$ cat config.mk
export PLATFORM = sky130hd
export DESIGN_NAME = multi_client_watchdog_aggregator
export DESIGN_NICKNAME = d
export VERILOG_FILES = /design/src/rtl/core/mcwa_pkg.sv /design/src/rtl/core/mcwa_ram.sv /design/src/rtl/core/mcwa_entry_check.sv /design/src/rtl/core/multi_client_watchdog_aggregator.sv
export SDC_FILE = /design/constraint.sdc
export NUM_CORES = 2
export LEC_CHECK = 0
export BUFFER_PORTS_ARGS = -buffer_cell sky130_fd_sc_hd__buf_2
export CAP_MARGIN = 20
export CORE_MARGIN = 4
export CORE_UTILIZATION = 60
export CTS_CLUSTER_DIAMETER = 60
export DETAILED_ROUTE_END_ITERATION = 10
export HOLD_SLACK_MARGIN = 0.03
export MAX_ROUTING_LAYER = met4
export PLACE_DENSITY = 0.82
export SYNTH_ARGS = -nofsm -noshare
export SYNTH_HDL_FRONTEND = slang
export SYNTH_SLANG_ARGS = --single-unit
$ cat constraint.sdc
create_clock -name clk -period 9 [get_ports clk]
set_input_delay 0.9 -clock clk [delete_from_list [all_inputs] [get_ports clk]]
set_output_delay 0.9 -clock clk [all_outputs]
set_load 0.02 [all_outputs]
$ cat src/rtl/core/mcwa_pkg.sv
`timescale 1ns / 1ps

package mcwa_pkg;

  // Table geometry
  localparam int MAX_CLIENTS = 16;
  localparam int KEY_BYTES   = 8;
  localparam int KEY_W       = 64;
  localparam int TIME_W      = 64;
  localparam int TMO_W       = 32;
  localparam int ENTRY_W     = KEY_W + TIME_W;
  localparam int IDX_W       = (MAX_CLIENTS > 1) ? $clog2(MAX_CLIENTS) : 1;
  localparam int CNT_W       = $clog2(MAX_CLIENTS + 1);

  // Only the low KEY_BYTES bytes of a key take part
  localparam logic [KEY_W-1:0] KEY_MASK =
    (KEY_BYTES >= 8) ? {KEY_W{1'b1}} : ((64'd1 << (8 * KEY_BYTES)) - 64'd1);

  localparam logic [TMO_W-1:0] TIMEOUT_RST = 32'd1000000;

  // Operation codes
  localparam logic [1:0] OP_REG   = 2'd0;
  localparam logic [1:0] OP_FEED  = 2'd1;
  localparam logic [1:0] OP_KICK  = 2'd2;
  localparam logic [1:0] OP_CLEAR = 2'd3;

  // Status codes
  localparam logic [2:0] ST_OK      = 3'd0;
  localparam logic [2:0] ST_INVALID = 3'd1;
  localparam logic [2:0] ST_ALREADY = 3'd2;
  localparam logic [2:0] ST_FULL    = 3'd3;
  localparam logic [2:0] ST_FROZEN  = 3'd4;
  localparam logic [2:0] ST_UNKNOWN = 3'd5;
  localparam logic [2:0] ST_STALE   = 3'd6;
  localparam logic [2:0] ST_GATED   = 3'd7;

  // Per-entry check result
  typedef struct packed {
    logic match;
    logic stale;
  } chk_t;

endpackage

$ cat src/rtl/core/mcwa_ram.sv
`timescale 1ns / 1ps

// Generic single write / single read RAM, registered read
module mcwa_ram #(
  parameter int WIDTH = 8,
  parameter int DEPTH = 16
) (
  input  logic                                      clk,
  input  logic                                      we,
  input  logic [((DEPTH > 1) ? $clog2(DEPTH) : 1)-1:0] waddr,
  input  logic [WIDTH-1:0]                          wdata,
  input  logic [((DEPTH > 1) ? $clog2(DEPTH) : 1)-1:0] raddr,
  output logic [WIDTH-1:0]                          rdata
);

  logic [WIDTH-1:0] mem [DEPTH];

  always_ff @(posedge clk) begin
    if (we) begin
      mem[waddr] <= wdata;
    end
    rdata <= mem[raddr];
  end

endmodule

$ cat src/rtl/core/mcwa_entry_check.sv
`timescale 1ns / 1ps

// Compares one table entry against the current key and kick time
module mcwa_entry_check
  import mcwa_pkg::*;
(
  input  logic [ENTRY_W-1:0] entry,
  input  logic               fed,
  input  logic [KEY_W-1:0]   key,
  input  logic [TIME_W-1:0]  now,
  input  logic [TMO_W-1:0]   limit,
  output chk_t               chk
);

  logic [KEY_W-1:0]  ent_key;
  logic [TIME_W-1:0] ent_time;
  logic [TIME_W-1:0] elapsed;

  assign ent_key  = entry[ENTRY_W-1:TIME_W];
  assign ent_time = entry[TIME_W-1:0];

  // wrapping elapsed time since the last feed
  assign elapsed   = now - ent_time;
  assign chk.match = (ent_key == key);
  assign chk.stale = !fed || (elapsed > {{(TIME_W-TMO_W){1'b0}}, limit});

endmodule

$ cat src/rtl/core/multi_client_watchdog_aggregator.sv
`timescale 1ns / 1ps

// Multi-client watchdog aggregator.
// Command channel: an item (in_operation, in_module_key, in_now_us,
// in_gate_ok) transfers on a clock edge with start high and busy low.
// Each item gives exactly one result: out_status and out_hw_kick are shown
// for one cycle with out_valid high; the receiver cannot stall, so every
// strobed result must be captured in that cycle.
// Items settled from the command alone (invalid key, frozen registration,
// gated kick, clear) strobe the result the cycle after the transfer. Other
// register, feed and kick items scan the client table in its RAM, one entry
// read per cycle; busy stays high through the scan and the write-back state,
// and the result strobes in the first cycle with busy low. The scan reads
// one entry at a time because the table RAM has a single read port.
// Configuration: cfg_we writes cfg_wdata to the timeout register; write it
// only while the block is idle. A timeout of 0 acts as 1.
// Reset (rst_n low, synchronous) empties the table, unfreezes the registry,
// and loads the timeout with 1000000 us. No clearing pass is needed: the
// RAM is only read below the client count.
module multi_client_watchdog_aggregator
  import mcwa_pkg::*;
(
  input  logic              clk,
  input  logic              rst_n,
  input  logic              start,
  output logic              busy,
  input  logic [1:0]        in_operation,
  input  logic [KEY_W-1:0]  in_module_key,
  input  logic [TIME_W-1:0] in_now_us,
  input  logic              in_gate_ok,
  output logic              out_valid,
  output logic [2:0]        out_status,
  output logic              out_hw_kick,
  input  logic              cfg_we,
  input  logic [TMO_W-1:0]  cfg_wdata
);

  localparam logic [1:0] S_IDLE = 2'd0;
  localparam logic [1:0] S_SCAN = 2'd1;
  localparam logic [1:0] S_DONE = 2'd2;

  // control state
  logic [1:0]             state_r, state_nxt;
  logic [CNT_W-1:0]       scan_idx_r, scan_idx_nxt;
  logic                   chk_v_r, chk_v_nxt;
  logic [IDX_W-1:0]       chk_idx_r, chk_idx_nxt;
  logic                   hit_r, hit_nxt;
  logic [IDX_W-1:0]       hit_idx_r, hit_idx_nxt;
  logic                   stale_r, stale_nxt;
  logic [CNT_W-1:0]       count_r, count_nxt;
  logic                   frozen_r, frozen_nxt;
  logic [MAX_CLIENTS-1:0] fed_r, fed_nxt;
  logic [TMO_W-1:0]       timeout_r, timeout_nxt;
  logic                   out_valid_r, out_valid_nxt;

  // payload
  logic [1:0]             op_r, op_nxt;
  logic [KEY_W-1:0]       key_r, key_nxt;
  logic [TIME_W-1:0]      now_r, now_nxt;
  logic [2:0]             out_status_r, out_status_nxt;
  logic                   out_hw_kick_r, out_hw_kick_nxt;

  // RAM port
  logic                   ram_we;
  logic [IDX_W-1:0]       ram_waddr;
  logic [ENTRY_W-1:0]     ram_wdata;
  logic [IDX_W-1:0]       ram_raddr;
  logic [ENTRY_W-1:0]     ram_rdata;

  logic                   accept;
  logic [KEY_W-1:0]       in_key;
  logic [TMO_W-1:0]       limit;
  logic                   issue;
  chk_t                   chk;

  assign accept    = start && !busy;
  assign in_key    = in_module_key & KEY_MASK;
  assign limit     = (timeout_r == '0) ? {{(TMO_W-1){1'b0}}, 1'b1} : timeout_r;
  assign issue     = (state_r == S_SCAN) && (scan_idx_r < count_r);
  assign ram_raddr = scan_idx_r[IDX_W-1:0];

  assign busy        = (state_r != S_IDLE);
  assign out_valid   = out_valid_r;
  assign out_status  = out_status_r;
  assign out_hw_kick = out_hw_kick_r;

  mcwa_ram #(
    .WIDTH (ENTRY_W),
    .DEPTH (MAX_CLIENTS)
  ) u_table (
    .clk   (clk),
    .we    (ram_we),
    .waddr (ram_waddr),
    .wdata (ram_wdata),
    .raddr (ram_raddr),
    .rdata (ram_rdata)
  );

  mcwa_entry_check u_check (
    .entry (ram_rdata),
    .fed   (fed_r[chk_idx_r]),
    .key   (key_r),
    .now   (now_r),
    .limit (limit),
    .chk   (chk)
  );

  // sequencer: decode, table scan, write-back
  always_comb begin
    state_nxt       = state_r;
    scan_idx_nxt    = scan_idx_r;
    chk_v_nxt       = 1'b0;
    chk_idx_nxt     = chk_idx_r;
    hit_nxt         = hit_r;
    hit_idx_nxt     = hit_idx_r;
    stale_nxt       = stale_r;
    count_nxt       = count_r;
    frozen_nxt      = frozen_r;
    fed_nxt         = fed_r;
    timeout_nxt     = cfg_we ? cfg_wdata : timeout_r;
    out_valid_nxt   = 1'b0;
    op_nxt          = op_r;
    key_nxt         = key_r;
    now_nxt         = now_r;
    out_status_nxt  = out_status_r;
    out_hw_kick_nxt = 1'b0;
    ram_we          = 1'b0;
    ram_waddr       = hit_idx_r;
    ram_wdata       = {key_r, now_r};

    unique case (state_r)
      S_IDLE: begin
        if (accept) begin
          op_nxt       = in_operation;
          key_nxt      = in_key;
          now_nxt      = in_now_us;
          scan_idx_nxt = '0;
          hit_nxt      = 1'b0;
          hit_idx_nxt  = '0;
          stale_nxt    = 1'b0;
          unique case (in_operation)
            OP_REG: begin
              if (in_key == '0) begin
                out_valid_nxt  = 1'b1;
                out_status_nxt = ST_INVALID;
              end else if (frozen_r) begin
                out_valid_nxt  = 1'b1;
                out_status_nxt = ST_FROZEN;
              end else begin
                state_nxt = S_SCAN;
              end
            end
            OP_FEED: begin
              if (in_key == '0) begin
                out_valid_nxt  = 1'b1;
                out_status_nxt = ST_INVALID;
              end else begin
                state_nxt = S_SCAN;
              end
            end
            OP_KICK: begin
              frozen_nxt = 1'b1;
              if (!in_gate_ok) begin
                out_valid_nxt  = 1'b1;
                out_status_nxt = ST_GATED;
              end else begin
                state_nxt = S_SCAN;
              end
            end
            OP_CLEAR: begin
              count_nxt      = '0;
              frozen_nxt     = 1'b0;
              fed_nxt        = '0;
              out_valid_nxt  = 1'b1;
              out_status_nxt = ST_OK;
            end
            default: begin
              state_nxt = S_IDLE;
            end
          endcase
        end
      end

      S_SCAN: begin
        // one read issued per cycle; the registered read data is checked by u_check
        if (issue) begin
          chk_v_nxt    = 1'b1;
          chk_idx_nxt  = scan_idx_r[IDX_W-1:0];
          scan_idx_nxt = scan_idx_r + 1'b1;
        end
        if (chk_v_r) begin
          if (chk.match && !hit_r) begin
            hit_nxt     = 1'b1;
            hit_idx_nxt = chk_idx_r;
          end
          if (chk.stale) begin
            stale_nxt = 1'b1;
          end
        end
        if (!issue) begin
          state_nxt = S_DONE;
        end
      end

      S_DONE: begin
        state_nxt     = S_IDLE;
        out_valid_nxt = 1'b1;
        unique case (op_r)
          OP_REG: begin
            if (hit_r) begin
              out_status_nxt = ST_ALREADY;
            end else if (count_r >= CNT_W'(MAX_CLIENTS)) begin
              out_status_nxt = ST_FULL;
            end else begin
              ram_we                        = 1'b1;
              ram_waddr                     = count_r[IDX_W-1:0];
              ram_wdata                     = {key_r, {TIME_W{1'b0}}};
              fed_nxt[count_r[IDX_W-1:0]]   = 1'b0;
              count_nxt                     = count_r + 1'b1;
              out_status_nxt                = ST_OK;
            end
          end
          OP_FEED: begin
            if (hit_r) begin
              ram_we             = 1'b1;
              fed_nxt[hit_idx_r] = 1'b1;
              out_status_nxt     = ST_OK;
            end else begin
              out_status_nxt = ST_UNKNOWN;
            end
          end
          OP_KICK: begin
            if (stale_r) begin
              out_status_nxt = ST_STALE;
            end else begin
              fed_nxt         = '0;
              out_status_nxt  = ST_OK;
              out_hw_kick_nxt = 1'b1;
            end
          end
          default: begin
            out_status_nxt = ST_OK;
          end
        endcase
      end

      default: begin
        state_nxt = S_IDLE;
      end
    endcase
  end

  // control registers
  always_ff @(posedge clk) begin
    if (!rst_n) begin
      state_r       <= S_IDLE;
      scan_idx_r    <= '0;
      chk_v_r       <= 1'b0;
      chk_idx_r     <= '0;
      hit_r         <= 1'b0;
      hit_idx_r     <= '0;
      stale_r       <= 1'b0;
      count_r       <= '0;
      frozen_r      <= 1'b0;
      fed_r         <= '0;
      timeout_r     <= TIMEOUT_RST;
      out_valid_r   <= 1'b0;
      out_hw_kick_r <= 1'b0;
    end else begin
      state_r       <= state_nxt;
      scan_idx_r    <= scan_idx_nxt;
      chk_v_r       <= chk_v_nxt;
      chk_idx_r     <= chk_idx_nxt;
      hit_r         <= hit_nxt;
      hit_idx_r     <= hit_idx_nxt;
      stale_r       <= stale_nxt;
      count_r       <= count_nxt;
      frozen_r      <= frozen_nxt;
      fed_r         <= fed_nxt;
      timeout_r     <= timeout_nxt;
      out_valid_r   <= out_valid_nxt;
      out_hw_kick_r <= out_hw_kick_nxt;
    end
  end

  // payload registers
  always_ff @(posedge clk) begin
    op_r         <= op_nxt;
    key_r        <= key_nxt;
    now_r        <= now_nxt;
    out_status_r <= out_status_nxt;
  end

  // checks
  a_kick_ok: assert property (@(posedge clk) disable iff (!rst_n)
    out_hw_kick |-> out_valid && (out_status == ST_OK))
    else $error("hw kick without ok result");

  a_count_max: assert property (@(posedge clk) disable iff (!rst_n)
    count_r <= CNT_W'(MAX_CLIENTS))
    else $error("client count beyond table size");

  a_kick_freeze: assert property (@(posedge clk) disable iff (!rst_n)
    accept && (in_operation == OP_KICK) |=> frozen_r)
    else $error("kick request did not freeze registry");

  a_no_write_scan: assert property (@(posedge clk) disable iff (!rst_n)
    ram_we |-> (state_r == S_DONE))
    else $error("table write outside write-back");

  // a result comes either from a transfer or from a finished scan
  a_one_result: assert property (@(posedge clk) disable iff (!rst_n)
    out_valid |-> $past(accept) || $past(state_r == S_DONE))
    else $error("result without a transfer or a finished scan");

endmodule
# --- Yosys cells after proc, flatten, opt, wreduce, memory -nomap -nowiden ---
# Memory sizes are Yosys's and may differ from the RTL's. A register that Yosys moved wholly into a read port is not among the register bits.
# Index checks and enable logic that the tools add are counted.
# W data, S select, Z words.
op_classes:
  add_sub_neg: 3
  order_cmp: 8
  eq_ne: 31
  muxes: 80
  bitwise_logic: 3
  n_reduce_logical: 30
op_table:
  columns: ["operator", "count"]
  rows:
  - ["$mux W64", 4]
  - ["$mux W16", 6]
  - ["$eq A64 B64 Y1", 1]
  - ["$gt A64 B32 Y1", 1]
  - ["$logic_not A64 Y1", 1]
  - ["$sub A64 B64 Y64", 1]
  - ["$pmux W16 S3", 1]
  - ["$mux W5", 7]
  - ["$logic_not A32 Y1", 1]
  - ["$mux W32", 1]
  - ["$pmux W16 S2", 1]
  - ["$ne A3 B3 Y1 const B", 10]
  - ["$mux W4", 7]
  - ["$mux W1", 21]
  - ["$mux W3", 7]
  - ["$pmux W5 S2", 2]
  - ["$and A16 B16 Y16", 1]
  - ["$mux W2", 8]
  - ["$not A16 Y16", 1]
  - ["$or A16 B16 Y16", 1]
  - ["$lt A4 B5 Y1 const B", 3]
  - ["$ne A2 B2 Y1 const B", 7]
  - ["$pmux W3 S4", 1]
  - ["$add A5 B1 Y5 const B", 2]
  - ["other kinds (30)", 59]
totals:
  regBits: 207
  ramBits: 2048
  output_inout_bits: 6
  n_memories: 1
mem_list:
  columns: ["name", "words", "word_bits", "read_ports", "rd_clocked_by_memory_dff", "write_ports", "line_no", "rtl"]
  rows:
  - ["u_table.mem", 16, 128, 1, 1, 1, "mcwa_ram.sv:16", "logic [WIDTH-1:0] mem [DEPTH];"]

# --- Depth between registers and ports, before layout ---
logic_depth:
  depth_word: 10
  ltp_mapped: 24
  depth_no_buf: 24

# --- Modules after synthesis ---
# A second synthesis with hierarchy kept.
hier_totals:
  hier_cells: 4934
  hier_area_um2: 93606.0
by_module_without_submodules:
  columns: ["module", "instances", "cells_per_inst", "area_per_inst_um2"]
  rows:
  - ["mcwa_ram", 1, 3365, 79331.1]
  - ["multi_client_watchdog_aggregator", 1, 638, 8221.6]
  - ["mcwa_entry_check", 1, 931, 6053.3]

# --- Worst setup path before layout ---
# Ideal clock, no wire load.
synth_timing:
  path_type: "input port to flip-flop"
  startpoint: "in start"
  endpoint: "reg count_r[3]"
  arrival_time_ns: 7.719
  required_time_ns: 8.874
  path_slack_ns: 1.155
  stages: 7
  path_buffers: 0
  path_cell_list: "nand2b_1 nor2_1 nand2_1 nand2_1 nand4_1 xnor2_1 nor2_1"
synth_between:
  elab_chain_len: 3
synth_lines:
  columns: ["element", "line_no", "rtl"]
  rows:
  - ["start, declared", "multi_client_watchdog_aggregator.sv:25", "input logic start,"]
  - ["$logic_and A1 B1 Y1", "multi_client_watchdog_aggregator.sv:76", "assign accept = start && !busy;"]
  - ["$ne A2 B2 Y1 (no line)", null, null]
  - ["$reduce_and A6 Y1 (no line)", null, null]
  - ["end signal, assigned", "multi_client_watchdog_aggregator.sv:277", "count_r <= count_nxt;"]
  - ["end, declared", "multi_client_watchdog_aggregator.sv:50", "logic [CNT_W-1:0] count_r, count_nxt;"]
# No other way between the ends.
# A chain may end at the register's enable or synchronous reset.

# --- Worst setup path in the final report ---
layout_timing:
  startpoint: "reg now_r[0]"
  endpoint: "reg stale_r"
layout_between:
  elab_chain_len: 5
layout_lines:
  columns: ["element", "line_no", "rtl"]
  rows:
  - ["start, declared", "multi_client_watchdog_aggregator.sv:59", "logic [TIME_W-1:0] now_r, now_nxt;"]
  - ["start signal, assigned", "multi_client_watchdog_aggregator.sv:290", "now_r <= now_nxt;"]
  - ["$sub A64 B64 Y64", "mcwa_entry_check.sv:23", "assign elapsed = now - ent_time;"]
  - ["$gt A64 B32 Y1", "mcwa_entry_check.sv:25", "assign chk.stale = !fed || (elapsed > {{(TIME_W-TMO_W){1'b0}}, limit});"]
  - ["$logic_or A1 B1 Y1", "mcwa_entry_check.sv:25", null]
  - ["$ne A2 B2 Y1 (no line)", null, null]
  - ["$reduce_and A4 Y1 (no line)", null, null]
  - ["end signal, assigned", "multi_client_watchdog_aggregator.sv:276", "stale_r <= stale_nxt;"]
  - ["end, declared", "multi_client_watchdog_aggregator.sv:49", "logic stale_r, stale_nxt;"]
# No other way between the ends.

==> results.sh <==
export IMPL_status="finished, final reports clean"
export IMPL_tightest_slew_ns=1.206
export IMPL_grt_pass1_wl_um=341400
export IMPL_critical_path_cell_chain="inv_1 -> ha_1 -> inv_1 -> fa_1 -> a21o_1 -> nand3_1 -> a2111o_1 -> nand2_1 -> a41oi_1 -> o21bai_1 -> a21oi_1 -> o21ai_0 -> xor2_1 -> ha_1 -> nand4_1 -> nor4_1 -> a21oi_1 -> a2111oi_0 -> o2111a_1 -> o2111a_1 -> nand4_1 -> nor4_2 -> a21oi_1"
export IMPL_async_flop_share_pct=0
export IMPL_p_per_area_nw_per_um2=216.3
export IMPL_die_h_um=401.8
export IMPL_cts_buffer_depth=3
export IMPL_p_seq_share_pct=54.7
export IMPL_grt_max_degree=158
export IMPL_cts_tree="done"
export IMPL_cts_htree_levels=4
export IMPL_max_clock_freq_mhz=168.2
export IMPL_yosys_warnings=0
export IMPL_wl_per_cell_um=33.53
export IMPL_syn_area_per_cell_um2=20.63
export IMPL_chipWidth_um=401.8
export IMPL_drc=0
export IMPL_yosys_top_cells_count="edfxtp_1 (2,181), mux4_2 (641), dfxtp_1 (202), clkbuf_1 (150), inv_1 (148)"
export IMPL_yosysTopAreaCell="edfxtp_1"
export IMPL_drt_total_wl_um=234900
export IMPL_min_path_type="in2reg"
export IMPL_crit_fanout=3
export IMPL_crit_path_start="now_r[0]"
export IMPL_die_area_um2=161500
export IMPL_areaGrowthSynthToFinish_pct=11.83
export IMPL_synth_top_cell_area_share_pct=70.37
export IMPL_drt_first_pass_iters=6
export IMPL_ys_top_cells_by_area="edfxtp_1 (70%), mux4_2 (16%), dfxtp_1 (4.3%)"
export IMPL_ir_drop_mv=0.2087
export IMPL_setup_violations=0
export IMPL_start_util_pct=60.41
export IMPL_gp_congestion=0.9197
export IMPL_p_switching_uw=4707
export IMPL_hp_start="in_now_us[62]"
export IMPL_final_max_slew_violation_count=0
export IMPL_antenna_found_initial=6
export IMPL_hold_buffers=0
export IMPL_cts_setup_buffers=0
export IMPL_grt_pass1_vias=48830
export IMPL_ys_seq_elements=2383
export IMPL_tns_ns=0
export IMPL_dpl_hpwl_um=117700
export IMPL_cp_buffers_inverters=2
export IMPL_synthesis_nets=4792
export IMPL_core_area_um2=154000
export IMPL_clk_latency_ns=0.85
export IMPL_slew_headroom_pct=19.58
export IMPL_synth_cell_type_count=79
export IMPL_vias_per_cell=6.799
export IMPL_p_leak_uw=0.03287
export IMPL_cp_start_kind="flip-flop"
export IMPL_end_kind="flip-flop"
export IMPL_fin_nets=5042
export IMPL_fin_crit_sh_pct=66.07
export IMPL_regToRegStartpoint="now_r[0]"
export IMPL_drive_above_1_share_pct=25.65
export IMPL_synth_edf_count=2181
export IMPL_finalPower_uw=22510
export IMPL_p_int_uw=17810
export IMPL_report_final_hold_viol_count=0
export IMPL_grt_setup_unrepaired="no"
export IMPL_period_needed_ns=5.947
export IMPL_cts_buffers=221
export IMPL_sw_frac_of_total_pct=20.91
export IMPL_clk_pin_slew_ns=0.06
export IMPL_share_comb_of_total_power_pct=2.7
export IMPL_syn_area_um2=93060
export IMPL_cp_common_cell="a21oi_1"
export IMPL_cp_slowest_cell="a2111oi_0"
export IMPL_pwr_share_clk_pct=42.5
export IMPL_critPathRequiredTime_ns=9.72
export IMPL_io_pins=173
export IMPL_worst_setup_path_type="reg2reg"
export IMPL_synthCells=4512
export IMPL_fin_util_pct=67.56
export IMPL_skew_ns=0.04138
export IMPL_numPortBuffers=172
export IMPL_cts_resized=0
export IMPL_grtUsageTotal_pct=30.12
export IMPL_overflow=0
export IMPL_num_vias=47650
export IMPL_drt_initial_drc_count=6741
export IMPL_synth_most_common_cell="edfxtp_1"
export IMPL_antenna_left=0
export IMPL_clock_sinks=2383
export IMPL_critical_path_top_delay_family="compound AO/OA/AOI/OAI gates"
export IMPL_max_stage_delay_ns=0.83
export IMPL_synth_seq_area_share_pct=74.72
export IMPL_maxCapViolCount=0
export IMPL_synth_ff_type="edfxtp_1"
export IMPL_root_buffer="clkbuf_16"
export IMPL_rows=144
export IMPL_arrival_ns=6.66
==> per-stage QoR <==
| step | setup slack [ns] | cells | hold WS, ns | cell area, µm² |
|---|---|---|---|---|
| after floorplan | 1.155 | 4512 | 0.4376 | 93060 |
| after global placement | 3.382 | 6582 | 0.4903 | 96480 |
| after detailed placement | 3.246 | 6582 | 0.5084 | 96480 |
| after CTS | 3.166 | 7003 | 0.1579 | 104000 |
| after global routing | 2.817 | 7008 | 0.1733 | 104100 |
| final | 3.053 | 7008 | 0.2238 | 104100 |
==> power by group through the flow <==
stage          clock [µW]  combinational (µW)  sequential, µW
2_1_floorplan           0                 371           12500
3_3_place_gp            0                 586           12500
3_5_place_dp            0                 601           12500
4_1_cts              9680                 610           12300
5_1_grt             10200                 671           12300
6_report             9580                 619           12300
==> placed cells by master (no fill, tap or decap), drive strengths merged, types with 18 or more instances in the layout <==
cell | Yosys | final
edfxtp | 2181 | 2181
mux4 | 641 | 641
clkbuf | 151 | 303
buf | 59 | 237
dfxtp | 202 | 202
inv | 148 | 156
a21oi | 132 | 132
nor2 | 119 | 119
ha | 112 | 112
nand2 | 105 | 105
clkinv | 0 | 80
and2 | 70 | 70
nand4 | 62 | 62
o21ai | 59 | 59
xor2 | 51 | 51
xnor2 | 47 | 47
nor4 | 43 | 43
nor3 | 33 | 33
mux2i | 32 | 32
nand3 | 27 | 27
a21o | 27 | 27
o21a | 19 | 19
bufinv | 0 | 18
==> cells by family after synthesis <==
kind of cell	count (synthesis)	share of synthesized area (%)
buffers and inverters	358	1.507
AOI/OAI and AO/OA	372	2.615
xor gates and xnor gates	98	0.9223
DFF	2383	74.72
muxes	675	15.88
and+or+nand+nor	513	2.829
adders and majority gates	113	1.527
==> sequential cells by signal (all words and copies together), names as in the netlist, 3 cells and up <==
| name | count |
|---|---|
| scan_idx_r | 5 |
| key_r | 64 |
| chk_idx_r | 4 |
| now_r | 64 |
| fed_r | 16 |
| hit_idx_r | 4 |
| timeout_r | 32 |
| u_table.rdata | 128 |
| out_status | 3 |
| count_r | 5 |
| u_table.mem | 2048 |
==> layout make-up <==
type	count	area (µm²)
Antenna cell	4	10.01
Fill cell	9090	49980
Tap cell	2044	2557
Timing Repair Buffer	237	1582
Clock inverter	118	1295
Inverter	148	555.5
Clock buffer	303	6262
Multi-Input combinational cell	1771	22260
Sequential cell	2383	69550
==> per-layer routing <==
metal  vias up  part of all wire, %  global-route usage [%]
met5         -                    0                       -
met4         0                  3.8                   10.52
met3       504                  9.9                   5.450
met2      3193                   51                   48.24
met1     24840                   36                   39.73
li1      19120                    -                       -
==> worst paths after layout <==
| path | end | slack (ns) | depth (start not counted) |
|---|---|---|---|
| max | stale_r | 3.05 | 23 |
| min | now_r[62] | 0.22 | 1 |
| max reg2reg | stale_r | 3.05 | 23 |
| min reg2reg | fed_r[2] | 0.52 | 2 |
==> worst register-to-register path: stages, from the launching register on <==
cell and delay (ns):
edfxtp_1 0.37, inv_1 0.10, ha_1 0.20, inv_1 0.08, fa_1 0.41, a21o_1 0.19
nand3_1 0.15, a2111o_1 0.20, nand2_1 0.11, a41oi_1 0.34, o21bai_1 0.16, a21oi_1 0.26
o21ai_0 0.16, xor2_1 0.17, ha_1 0.31, nand4_1 0.15, nor4_1 0.47, a21oi_1 0.12
a2111oi_0 0.83, o2111a_1 0.31, o2111a_1 0.18, nand4_1 0.17, nor4_2 0.30, a21oi_1 0.10
Power figures use the tool's default switching activity.
